## config.mk

```make
export PLATFORM = sky130hd
export DESIGN_NAME = cbw_front
export DESIGN_NICKNAME = d
export VERILOG_FILES = /design/src/hw/rtl/cbw_pkg.sv /design/src/hw/rtl/cbw_front.sv
export SDC_FILE = /design/constraint.sdc
export NUM_CORES = 1
export LEC_CHECK = 0
export ABC_AREA = 1
export BUFFER_PORTS_ARGS = -buffer_cell sky130_fd_sc_hd__buf_4
export CORE_MARGIN = 2
export CORE_UTILIZATION = 45
export CTS_BUF_LIST = sky130_fd_sc_hd__clkbuf_4 sky130_fd_sc_hd__clkbuf_8 sky130_fd_sc_hd__clkbuf_16
export CTS_CLUSTER_SIZE = 10
export DETAILED_ROUTE_END_ITERATION = 10
export GPL_ROUTABILITY_DRIVEN = 0
export HOLD_SLACK_MARGIN = 0.1
export PLACE_DENSITY_LB_ADDON = 0.2
export SLEW_MARGIN = 10
export SYNTH_ARGS = -nofsm -noshare
export SYNTH_HDL_FRONTEND = slang
export SYNTH_SLANG_ARGS = --single-unit
export TNS_END_PERCENT = 20
```

## constraint.sdc

```tcl
create_clock -name clk -period 4.64 [get_ports clk]
set_input_delay 0.928 -clock clk [delete_from_list [all_inputs] [get_ports clk]]
set_output_delay 0.928 -clock clk [all_outputs]
set_load 0.02 [all_outputs]
```

## src/hw/rtl/cbw_pkg.sv

```systemverilog
package cbw_pkg;

    // defaults handed to the top level parameters
    localparam int FRAC_BITS_DEF   = 15;
    localparam int QUEUE_DEPTH_DEF = 2;

    // fixed field widths of the stream items
    localparam int FUNC_W      = 3;
    localparam int T_W         = 16;
    localparam int WEIGHT_W    = 16;
    localparam int NUM_WEIGHTS = 4;
    localparam int KIND_W      = 3;

    // segment variant after classification in the front end
    typedef enum logic [KIND_W-1:0] {
        VAR_UNIFORM = 3'd0,
        VAR_FIRST   = 3'd1,
        VAR_SECOND  = 3'd2,
        VAR_PENULT  = 3'd3,
        VAR_LAST    = 3'd4,
        VAR_NONE    = 3'd5
    } variant_t;

endpackage

```

## src/hw/rtl/cbw_front.sv

```systemverilog
module cbw_front #(
    parameter int FRAC_BITS = cbw_pkg::FRAC_BITS_DEF
) (
    input  logic                                        clk,
    input  logic                                        rst_n,
    input  logic                                        s_tvalid,
    output logic                                        s_tready,
    // tuser: func [2:0]
    input  logic [cbw_pkg::FUNC_W-1:0]                  s_tuser,
    // tdata: t_value [15:0]
    input  logic [cbw_pkg::T_W-1:0]                     s_tdata,
    output logic                                        item_valid,
    input  logic                                        item_ready,
    // item: t [VW-1:0], u [2VW-1:VW], kind above
    output logic [cbw_pkg::KIND_W+2*(FRAC_BITS+1)-1:0]  item_data
);
    import cbw_pkg::*;

    localparam int VW   = FRAC_BITS + 1;
    localparam int EXTW = (VW > T_W) ? VW : T_W;
    localparam logic [VW-1:0]   ONE     = {1'b1, {FRAC_BITS{1'b0}}};
    localparam logic [EXTW-1:0] ONE_EXT = {{(EXTW-1){1'b0}}, 1'b1} << FRAC_BITS;

    logic [EXTW-1:0] t_ext;
    logic [VW-1:0]   t_sat;
    variant_t        kind_d;

    logic            v_reg;
    variant_t        kind_reg;
    logic [VW-1:0]   t_reg;
    logic [VW-1:0]   u_reg;

    // saturate t at one
    always_comb
    begin
        t_ext = EXTW'(s_tdata);
        if (t_ext > ONE_EXT)
        begin
            t_sat = ONE;
        end
        else
        begin
            t_sat = t_ext[VW-1:0];
        end
    end

    // classify the variant select
    always_comb
    begin
        case (s_tuser)
            VAR_UNIFORM: kind_d = VAR_UNIFORM;
            VAR_FIRST:   kind_d = VAR_FIRST;
            VAR_SECOND:  kind_d = VAR_SECOND;
            VAR_PENULT:  kind_d = VAR_PENULT;
            VAR_LAST:    kind_d = VAR_LAST;
            default:     kind_d = VAR_NONE;
        endcase
    end

    assign s_tready   = !v_reg || item_ready;
    assign item_valid = v_reg;
    assign item_data  = {kind_reg, u_reg, t_reg};

    // front register valid
    always_ff @(posedge clk or negedge rst_n)
    begin
        if (!rst_n)
        begin
            v_reg <= 1'b0;
        end
        else if (s_tready)
        begin
            v_reg <= s_tvalid;
        end
    end

    // front register payload
    always_ff @(posedge clk)
    begin
        if (s_tvalid && s_tready)
        begin
            kind_reg <= kind_d;
            t_reg    <= t_sat;
            u_reg    <= ONE - t_sat;
        end
    end

endmodule

```

== Word-level counts from Yosys, hierarchy flattened ==
Cells that the tools add are included.
W data, S select, Z words.
Storage, ports and cells
  flip-flop bits (word level): 36
Operators by class
  add/sub/neg operators: 1
  multiplexer cells: 2
  order comparisons: 1
  equal/unequal tests: 4
  reductions and logical operators: 4
Operators by type and width (count)
  $gt A16 B16 Y1 const B: 1
  $mux W16: 1
  $sub A16 B16 Y16 const A: 1
  $pmux W3 S5: 1
  $eq A3 B2 Y1 const B: 2
  $eq A3 B1 Y1 const B: 1
  $eq A3 B3 Y1 const B: 1
  $logic_not A3 Y1: 1
  $logic_and A1 B1 Y1: 1
  $logic_not A1 Y1: 1
  $logic_or A1 B1 Y1: 1

== Depth between registers and ports, before layout ==
  word-level depth: 3
  mapped depth: 16
  mapped depth without buffers: 15

== Least setup slack after synthesis ==
OpenSTA, ideal clock, no wires.
  path kind: in2reg
  start point: in s_tvalid
  end point: reg kind_reg[0] (enable)
  setup slack: 1.559 ns
  stages on the path: 2
  arrival time: 2.644 ns
  path buffers: 0
  cells stage by stage: inv_1 > a21oi_1
On the way
  cells in the longest elaborated chain, start to end: 1
Ends and longest elaborated chain
  start, declared: line cbw_front.sv:6  | input logic s_tvalid,
  $logic_and A1 B1 Y1: line cbw_front.sv:80  | if (s_tvalid && s_tready)
  end signal, assigned: line cbw_front.sv:82  | kind_reg <= kind_d;
  end, declared: line cbw_front.sv:29  | variant_t kind_reg;
Every way passes these cells.
A chain may end at the register's enable or synchronous reset.

== Final worst setup path ==
  start point: in s_tdata[15] (netlist name)
  end point: reg u_reg[10] (data pin)
On the way
  cells in the longest elaborated chain, start to end: 3
Ends and longest elaborated chain
  start, declared: line cbw_front.sv:11  | input logic [cbw_pkg::T_W-1:0] s_tdata,
  $gt A16 B16 Y1: line cbw_front.sv:37  | if (t_ext > ONE_EXT)
  $mux W16: line cbw_front.sv:37
  $sub A16 B16 Y16: line cbw_front.sv:84  | u_reg <= ONE - t_sat;
  end signal, assigned: line cbw_front.sv:84
  end, declared: line cbw_front.sv:31  | logic [VW-1:0] u_reg;
Every way passes these cells.

==> impl_results.md <==
* Initial antenna violation count at 0
* Synthesized area at 0.00169 mm^2
* Synth top area cells: edfxtp_1 60%, nand2_1 8.0%, nor2_1 3.1%, xor2_1 3.1%, inv_1 2.7%
* First-pass GRT wire length at 5490 um
* Total number of vias at 1,289
* Area Growth Syn to Fin at 34.3%
* Post-route insts no fill at 265
* Final Skew at 0.00431 ns
* Die ar. at 0.00427 mm^2
* Vias in the first global route at 1,236
* Syn_area_per_cell at 10.9 um^2
* Status: finished, final reports clean
* Worst hold-check path type: in2async
* Crit path kind: in2reg
* Unrepaired setup endpoints after global routing: no
* Worst setup EP type: register
* Buffers from clock root to sink, at most at 2
* Commonest cells in the netlist: 36 x nand2_1, 34 x edfxtp_1, 14 x nor2_1
* DRC errors left at 0
* Vias/cell at 4.86
* Total gr overflow at 0
* Post-synth EDFFs at 34
* Initial core utilization at 46.6%
* Minimum hold slack at 0.411 ns
* Initial DRC count at 44
* Slew at the pin closest to its max-slew limit at 1.04 ns
* Fmax at 383 MHz
* Die Width at 65.3 um
* Antenna viol nets, final at 0
* # nets final at 240
* Placed insts at 257
* Synth Net Count at 179
* Final critical-path share of the clock period at 56.3%
* Critical path fanouts, max at 25
* Post-synth top area share at 60.4%
* Root Driver: clkbuf_8
* Startpoint Class: primary input
* Area leader, netlist: edfxtp_1
* Slew Limit Fails at 0
* I/O Buffers at 59
* Power per Cell Area at 340 mW/mm^2
* Reg2reg path depth at 1
* Worst skew pair latency at 0.28 ns
* Max reg flops at 16
* Post-synth ARST share at 2.86%
* CTS tree: done
* GRT Util Overall at 17.2%
* Clock Sinks at 35
* Setup Fix Bufs, Post-CTS at 0
* Distinct cell type count after synthesis at 31
* Setup_tns at 0 ns
* WL/cell at 12.6 um
* Routed wire length at 3340 um
* Setup Viol. Count Final at 0
* Crit path arrival time at 2.65 ns
* Tmin final at 2.61 ns
* Mapped Cells at 155
* Dpl hpwl at 2540 um
* Reg clk slew, reported paths at 0.07 ns
* IO Pins at 60
* Clock buffer count from CTS at 5
* Yosys reg bits at 35
* Cts hold-fix bufs at 0
* Final hold viol count at 0
* H-tree depth at 2
* Core Box Area at 0.00363 mm^2
* Static Leak at 0.00102 uW
* Sequential-to-total area share from yosys stat at 61.8%
* Detailed Routing Iterations Pass 1 at 4
* Design Area, Final at 0.00227 mm^2
* Largest net degree at the start of global routing at 35
* Rows at 22
* Share of post-route cells with drive strength above 1 at 41.5%
* Max Cap Viol at 0
* Cell with the most instances after synthesis: nand2_1
* Synth Flop Type: edfxtp_1
* Dpl cell area at 0.00216 mm^2
* Die H at 65.3 um
* Resize count post-CTS at 0
* Worst path required time at 4.68 ns
* Peak VDD IR at 0.191 mV
* Ys Warns at 0
* Max transition margin at 30.7%
* Ant. Diodes at 0
[layout make-up]
class	instances	area, um^2
Sequential cell	35	1050
Fill cell	317	1360
Tap cell	48	60.1
Timing Repair Buffer	59	443
Multi-Input combinational cell	93	533
Clock buffer	5	68.8
Inverter	22	82.6
Clock inverter	3	38.8
[final timing paths]
check                            start  slack (ns)          end
hold reg to reg             item_valid        0.59   item_valid
max in group asynchronous        rst_n        4.15   item_valid
hold / removal                   rst_n        0.41   item_valid
setup / recovery           s_tdata[15]        2.03    u_reg[10]
setup reg to reg            item_valid        3.01  kind_reg[1]
min in group clk            item_valid        0.59   item_valid
[logic make-up (layout without fill, tap and decap cells)]
kind of cell	after synthesis	in the layout	share of synthesized area (%)
buffers and inverters	27	89	7.32
adders and majority gates	1	1	0.740
AOI/OAI and AO/OA	16	16	8.36
xor gates and xnor gates	6	6	3.11
and+or+nand+nor	70	70	18.6
DFF	35	35	61.8
[metal layers]
| metal | vias to the layer above | routed length, um | global-route usage (%) | part of all wire, % |
|---|---|---|---|---|
| li1 | 640 | - | - | - |
| met1 | 586 | 1380 | 21.2 | 41 |
| met2 | 55 | 1620 | 27.8 | 48 |
| met3 | 8 | 264 | 5.48 | 7.9 |
| met4 | 0 | 76 | 7.29 | 2.3 |
| met5 | - | 0 | 0 | 0 |
[critical path: stages]
cell	delay, ns
buf_4	0.14
inv_2	0.07
nor2_2	0.04
nand2_1	0.06
nor2_2	0.04
nand2_2	0.07
nand2_4	0.17
nand2_1	0.14
ha_1	0.17
inv_1	0.05
nor2_2	0.18
a21boi_2	0.26
nand2_2	0.10
o21ai_1	0.15
nand2_1	0.07
[stage by stage]
| stage | setup slack (ns) | power, uW | utilization, % |
|---|---|---|---|
| 2_1_floorplan | 1.56 | 461 | - |
| 3_3_place_gp | 1.85 | 518 | 59.6 |
| 3_5_place_dp | 1.76 | 521 | 59.6 |
| 4_1_cts | 2.04 | 779 | 62.5 |
| 5_1_grt | 1.88 | 807 | 62.5 |
| 6_report | 2.03 | 771 | 62.5 |
[power by group]
part	internal, uW	switching, uW	leakage (uW)
sequential	373	5.75	0.000336
clock	157	100	0.0000556
combinational	53.5	82.4	0.000629
total	583	188	0.00102
[cell usage in the layout, fill, tap and decap left out, drive strengths merged]
master and n:
bufinv 1, nand3 5, a21boi 1, clkbuf 5, ha 1, xor2 6
o21bai 1, o41ai 4, o21ai 7, nand4 5, a21o 1, nor3 1
o31ai 1, clkinv 4, inv 20, dfrtp 1, a21oi 1, nor2 17
or2 1, buf 59, nand2 41, edfxtp 34
(Power assumes the default switching activity.)
