$ cat config.mk
export PLATFORM = sky130hd
export DESIGN_NAME = cbw_queue
export DESIGN_NICKNAME = d
export VERILOG_FILES = /design/src/hw/rtl/cbw_pkg.sv /design/src/hw/rtl/cbw_queue.sv
export SDC_FILE = /design/constraint.sdc
export NUM_CORES = 1
export LEC_CHECK = 0
export ABC_AREA = 1
export BUFFER_PORTS_ARGS = -buffer_cell sky130_fd_sc_hd__buf_2
export CAP_MARGIN = 25
export CORE_MARGIN = 4
export CORE_UTILIZATION = 53
export CTS_CLUSTER_SIZE = 10
export DETAILED_ROUTE_END_ITERATION = 10
export MAX_ROUTING_LAYER = met4
export PLACE_DENSITY_LB_ADDON = 0.3
export SYNTH_ARGS = -nofsm -noshare
export SYNTH_HDL_FRONTEND = slang
export SYNTH_SLANG_ARGS = --single-unit
$ cat constraint.sdc
create_clock -name clk -period 3.63 [get_ports clk]
set_input_delay 0.363 -clock clk [delete_from_list [all_inputs] [get_ports clk]]
set_output_delay 0.363 -clock clk [all_outputs]
set_load 0.01 [all_outputs]
$ cat src/hw/rtl/cbw_pkg.sv
package cbw_pkg;

    // defaults handed to the top level parameters
    localparam int FRAC_BITS_DEF   = 15;
    localparam int QUEUE_DEPTH_DEF = 2;

    // fixed field widths of the stream items
    localparam int FUNC_W      = 3;
    localparam int T_W         = 16;
    localparam int WEIGHT_W    = 16;
    localparam int NUM_WEIGHTS = 4;
    localparam int KIND_W      = 3;

    // segment variant after classification in the front end
    typedef enum logic [KIND_W-1:0] {
        VAR_UNIFORM = 3'd0,
        VAR_FIRST   = 3'd1,
        VAR_SECOND  = 3'd2,
        VAR_PENULT  = 3'd3,
        VAR_LAST    = 3'd4,
        VAR_NONE    = 3'd5
    } variant_t;

endpackage

$ cat src/hw/rtl/cbw_queue.sv
module cbw_queue #(
    parameter int DATA_W = 8,
    parameter int DEPTH  = cbw_pkg::QUEUE_DEPTH_DEF
) (
    input  logic              clk,
    input  logic              rst_n,
    input  logic              in_valid,
    output logic              in_ready,
    input  logic [DATA_W-1:0] in_data,
    output logic              out_valid,
    input  logic              out_ready,
    output logic [DATA_W-1:0] out_data
);
    import cbw_pkg::*;

    // depth must be a power of two, at least two; the module itself does not enforce this
    localparam int PW = $clog2(DEPTH);
    localparam int CW = PW + 1;

    logic [DATA_W-1:0] slot_reg [DEPTH];
    logic [PW-1:0]     wr_ptr_reg;
    logic [PW-1:0]     rd_ptr_reg;
    logic [CW-1:0]     count_reg;
    logic              push;
    logic              pop;

    assign in_ready  = (count_reg != CW'(DEPTH));
    assign out_valid = (count_reg != '0);
    assign push      = in_valid && in_ready;
    assign pop       = out_valid && out_ready;
    assign out_data  = slot_reg[rd_ptr_reg];

    // pointers and fill count
    always_ff @(posedge clk or negedge rst_n)
    begin
        if (!rst_n)
        begin
            wr_ptr_reg <= '0;
            rd_ptr_reg <= '0;
            count_reg  <= '0;
        end
        else
        begin
            if (push)
            begin
                wr_ptr_reg <= wr_ptr_reg + 1'b1;
            end
            if (pop)
            begin
                rd_ptr_reg <= rd_ptr_reg + 1'b1;
            end
            if (push && !pop)
            begin
                count_reg <= count_reg + 1'b1;
            end
            else if (pop && !push)
            begin
                count_reg <= count_reg - 1'b1;
            end
        end
    end

    // slot storage
    always_ff @(posedge clk)
    begin
        if (push)
        begin
            slot_reg[wr_ptr_reg] <= in_data;
        end
    end

    a_count_bound: assert property (@(posedge clk) disable iff (!rst_n)
        count_reg <= CW'(DEPTH))
        else $error("queue count above depth");

    a_count_track: assert property (@(posedge clk) disable iff (!rst_n)
        (push && !pop) |=> (count_reg == $past(count_reg) + 1'b1))
        else $error("queue count missed a push");

    a_ptr_gap: assert property (@(posedge clk) disable iff (!rst_n)
        (PW'(wr_ptr_reg - rd_ptr_reg) == count_reg[PW-1:0]))
        else $error("queue pointers disagree with count");

endmodule

## Yosys cells after proc, flatten, opt, wreduce, memory -nomap -nowiden

Memory sizes are Yosys's and may differ from the RTL's.
Cells that the tools add are included.
Widths: inputs -> output; s select.

| cells by class | value |
|---|---|
| shifts and indexed selects | 0 |
| eq/ne operators | 1 |
| reductions and logical operators | 8 |
| multipliers | 0 |
| muxes and demuxes | 4 |
| divide/modulo/power cells | 0 |
| add/sub/neg operators | 4 |
| bitwise gates (word level) | 0 |
| $lt $le $gt $ge | 0 |

Operators by type and width:

| kind | count |
|---|---|
| $logic_and 1x1->1 | 4 |
| $mux 2 | 2 |
| $reduce_bool 2->1 | 2 |
| $add 1x1->1 const B | 2 |
| $add 2x1->2 const B | 1 |
| $logic_not 1->1 | 2 |
| $mux 1 | 2 |
| $ne 2x2->1 const B | 1 |
| $sub 2x1->2 const B | 1 |

| word-level totals | value |
|---|---|
| bits in read-only memories | 0 |
| flip-flop bits (word level) | 4 |
| RAM bits | 16 |
| logic and storage cells | 21 |
| latch bits | 0 |
| output and inout bits | 10 |
| memories | 1 |
| input bits | 12 |

Memories:

| memory | depth | bits a word | rd ports | clocked after memory_dff | wr ports | line | RTL |
|---|---|---|---|---|---|---|---|
| slot_reg | 2 | 8 | 1 | 0 | 1 | cbw_queue.sv:20 | `logic [DATA_W-1:0] slot_reg [DEPTH];` |

## Longest topological paths before layout

| depth | value |
|---|---|
| word-level depth | 6 |
| gate-level depth with buffers | 10 |
| mapped depth without buffers | 10 |

## Worst setup path before layout

Ideal clock, no wire load.

| timing | value |
|---|---|
| path kind | register -> register |
| start point | register count_reg[0] |
| end point | memory slot_reg[0][0] (enable) |
| buffers on the path | 0 |
| period minus slack after synthesis | 1.323 ns |
| arrival | 0.953 ns |
| library setup time | 0.370 ns |
| path slack | 2.307 ns |
| cell stages (with the launch flop) | 5 |
| data required time | 3.260 ns |
| path through | dfrtp_1 inv_2 nand2_4 nand2_4 nor2_1 |

| on the way | value |
|---|---|
| cells in the longest elaborated chain, start to end | 4 |

Ends and longest elaborated chain:

| what | line | RTL |
|---|---|---|
| start, declared | cbw_queue.sv:23 | `logic [CW-1:0] count_reg;` |
| start signal, assigned | cbw_queue.sv:54 | `count_reg <= count_reg + 1'b1;` |
| start signal, assigned | cbw_queue.sv:58 | `count_reg <= count_reg - 1'b1;` |
| $ne 2x2->1 | cbw_queue.sv:27 | `assign in_ready = (count_reg != CW'(DEPTH));` |
| named net in_ready | cbw_queue.sv:8 | `output logic in_ready,` |
| $logic_and 1x1->1 | cbw_queue.sv:29 | `assign push = in_valid && in_ready;` |
| $mux 1 | cbw_queue.sv:66 | `if (push)` |
| $mux 1 (implied by the code) | cbw_queue.sv:68 | `slot_reg[wr_ptr_reg] <= in_data;` |
| end, declared | cbw_queue.sv:20 |  |

The timed path passes the listed nets, and every way through them passes these cells.

## Final worst setup path

| timing | value |
|---|---|
| start point | register rd_ptr_reg |
| end point | output port out_data[4] |

| on the way | value |
|---|---|
| cells in the longest elaborated chain, start to end | 1 |

Ends and longest elaborated chain:

| what | line | RTL |
|---|---|---|
| start, declared | cbw_queue.sv:22 | `logic [PW-1:0] rd_ptr_reg;` |
| start signal, assigned | cbw_queue.sv:50 | `rd_ptr_reg <= rd_ptr_reg + 1'b1;` |
| $mem_v2 2x8 | -- |  |
| end, declared | cbw_queue.sv:12 | `output logic [DATA_W-1:0] out_data` |

Every way passes these cells.

==> flow_summary.ini <==
[outcome]
status = completed

[critical_path]
endpoint = out_data[4]
critical_path_class = reg -> out
worst_setup_path_start_kind = flip-flop
cp.required_ns = 3.27
regToRegStartpoint = count_reg[0]$_DFFE_PN0P_
arrival_ns = 1.30
startpoint = rd_ptr_reg$_DFFE_PN0P_
rr_worst_depth = 4
end_kind = output pin
reg2reg_setup_slack_ns = 2.14
worst_r2r_endpoint = slot_reg[1][5]$_DFFE_PP_
cp_max_fo = 10

[sta]
hold_viol = 0
period_share = 0.459
setup_tns_ns = 0
tightestPinTransition_ns = 0.683
rsz0062_at_grt = no
skew_ns = 0.00686
drv_slew = 0
maxClockFrequency_mhz = 600
setup_violations = 0
slew_headroom = 0.543
fin_crit_ns = 1.67
fin_ws_ns = 1.96

[logic_synthesis]
ys_warn_count = 0
ys_top_cells_by_area = edfxtp_1 58%, nand2_1 14%, dfrtp_1 12%, nand2_4 2.7%, xor2_2 2.0%
syn_inst = 70
ys_ff_latch = 20
synth_top_area_frac = 0.581
synth-seq-area-share = 0.702
synth_area_um2 = 827
ys_types = 14
synth_top_area_cell = edfxtp_1
syn-num-nets = 83
avgSynthCellArea_um2 = 11.8

[floorplan]
ios = 22
core_um2 = 1380
die_w_um = 47.5
placementRows = 13
initial_core_util = 0.598
fp.dieH_um = 47.5
die_area_um2 = 2260

[global_route]
grt_pass1_vias = 514
antenna_found_initial = 0
grt_max_degree = 12
grt_pass1_wl_mm = 2.24
grt_usage = 0.153
grt_overflow = 0

[layout]
postLayoutCellArea_um2 = 976
layout_commonest_cell = nand2_1
diodes = 0
largest_reg_flops = 16
nets = 109
layout_common_cells = 30 x nand2_1, 21 x buf_2, 16 x edfxtp_1
drive_gt1_frac = 0.337
final_cells = 110
postLayoutCoreUtil = 0.706
area_growth_pct = 18.0

[placement]
dp_slack_ns = 2.14
io_buffers = 21
gp_congestion = 0.756
hpwl_mm = 1.04
placed_cell_area_um2 = 940
dp_cells = 105

[clock_network]
clk_pin_slew_ns = 0.11
cts_made_buffers = 3
clk_latency_ns = 0.29
cts_max_level = 1
postCtsSetupBuffers = 0
ctsResizeCount = 0
cts_sinks = 20
cts_hold_buf = 1
clockBufferDepth = 2
cts_tree = done
cts-root-buf = clkbuf_4

[route]
drc = 0
drt-total-wl_mm = 1.42
drt_iter0_drc = 10
postRouteAntennaNets = 0
vias = 534
viasPerCell = 4.85
wl_per_cell_um = 12.9
first_pass_iters = 4

[flow_run]
max-cap-violations = 0

[min_path]
min-delay-start = in_data[2]
hold_path.class = in -> reg

[power]
p_leak_nw = 0.462
p_per_area_nw_per_um2 = 784
vdd_ir_drop_max_v = 0.000430
logic make-up after synthesis:
kind of cell,synth area share
XOR/XNOR,0.0303
flip-flops,0.702
buffers and inverters,0.0454
adder cells (fa/ha/maj),0.0151
AND/OR/NAND/NOR,0.207
critical path, stage by stage (launching register included):
cell and delay, ns:
dfrtp_1 0.56, inv_2 0.17, nand2_1 0.09, nand2_1 0.05
buf_2 0.14
final cells by class:
cell class	count	area, µm²
Timing Repair Buffer	22	115
Tap cell	15	18.8
Multi-Input combinational cell	42	209
Fill cell	107	407
Clock buffer	4	26.3
Inverter	7	26.3
Sequential cell	20	581
cell usage after synthesis (all sizes together):
| library cell | number |
|---|---|
| xor2 | 1 |
| edfxtp | 16 |
| buf | 1 |
| xnor2 | 1 |
| nand3 | 2 |
| ha | 1 |
| nand2 | 34 |
| nor2 | 2 |
| dfrtp | 4 |
| inv | 7 |
| nand4 | 1 |
how the worst min path moves through the flow:
stage	endpoint	slack (ns)	depth (start not counted)
global placement	count_reg[1]$_DFFE_PN0P_	0.17	1
detailed placement	wr_ptr_reg$_DFFE_PN0P_	0.18	1
global route	slot_reg[0][1]$_DFFE_PP_	0.24	1
CTS	slot_reg[1][4]$_DFFE_PP_	0.25	1
finish	slot_reg[1][2]$_DFFE_PP_	0.25	1
floorplan	count_reg[0]$_DFFE_PN0P_	0.07	0
metal layers:
metal	part of all wire	vias up	GRT usage	wire (µm)
li1	-	271	-	-
met1	0.44	244	0.186	633
met2	0.48	17	0.246	684
met3	0.067	2	0.0338	95
met4	0.0070	0	0.0663	10
met5	0	-	-	0
where the power goes:
group          total (W)  switching (W)  internal (W)
Combinational   0.000296       0.000186      0.000110
Clock           0.000106      0.0000632     0.0000427
Sequential      0.000364      0.0000436      0.000320
Total           0.000765       0.000292      0.000473
through the flow:
stage	total power, W	hold WS (ns)
2_1_floorplan	0.000569	0.0674
3_3_place_gp	0.000650	0.175
3_5_place_dp	0.000667	0.175
4_1_cts	0.000769	0.250
5_1_grt	0.000822	0.237
6_report	0.000765	0.247
(Power assumes the default switching activity.)
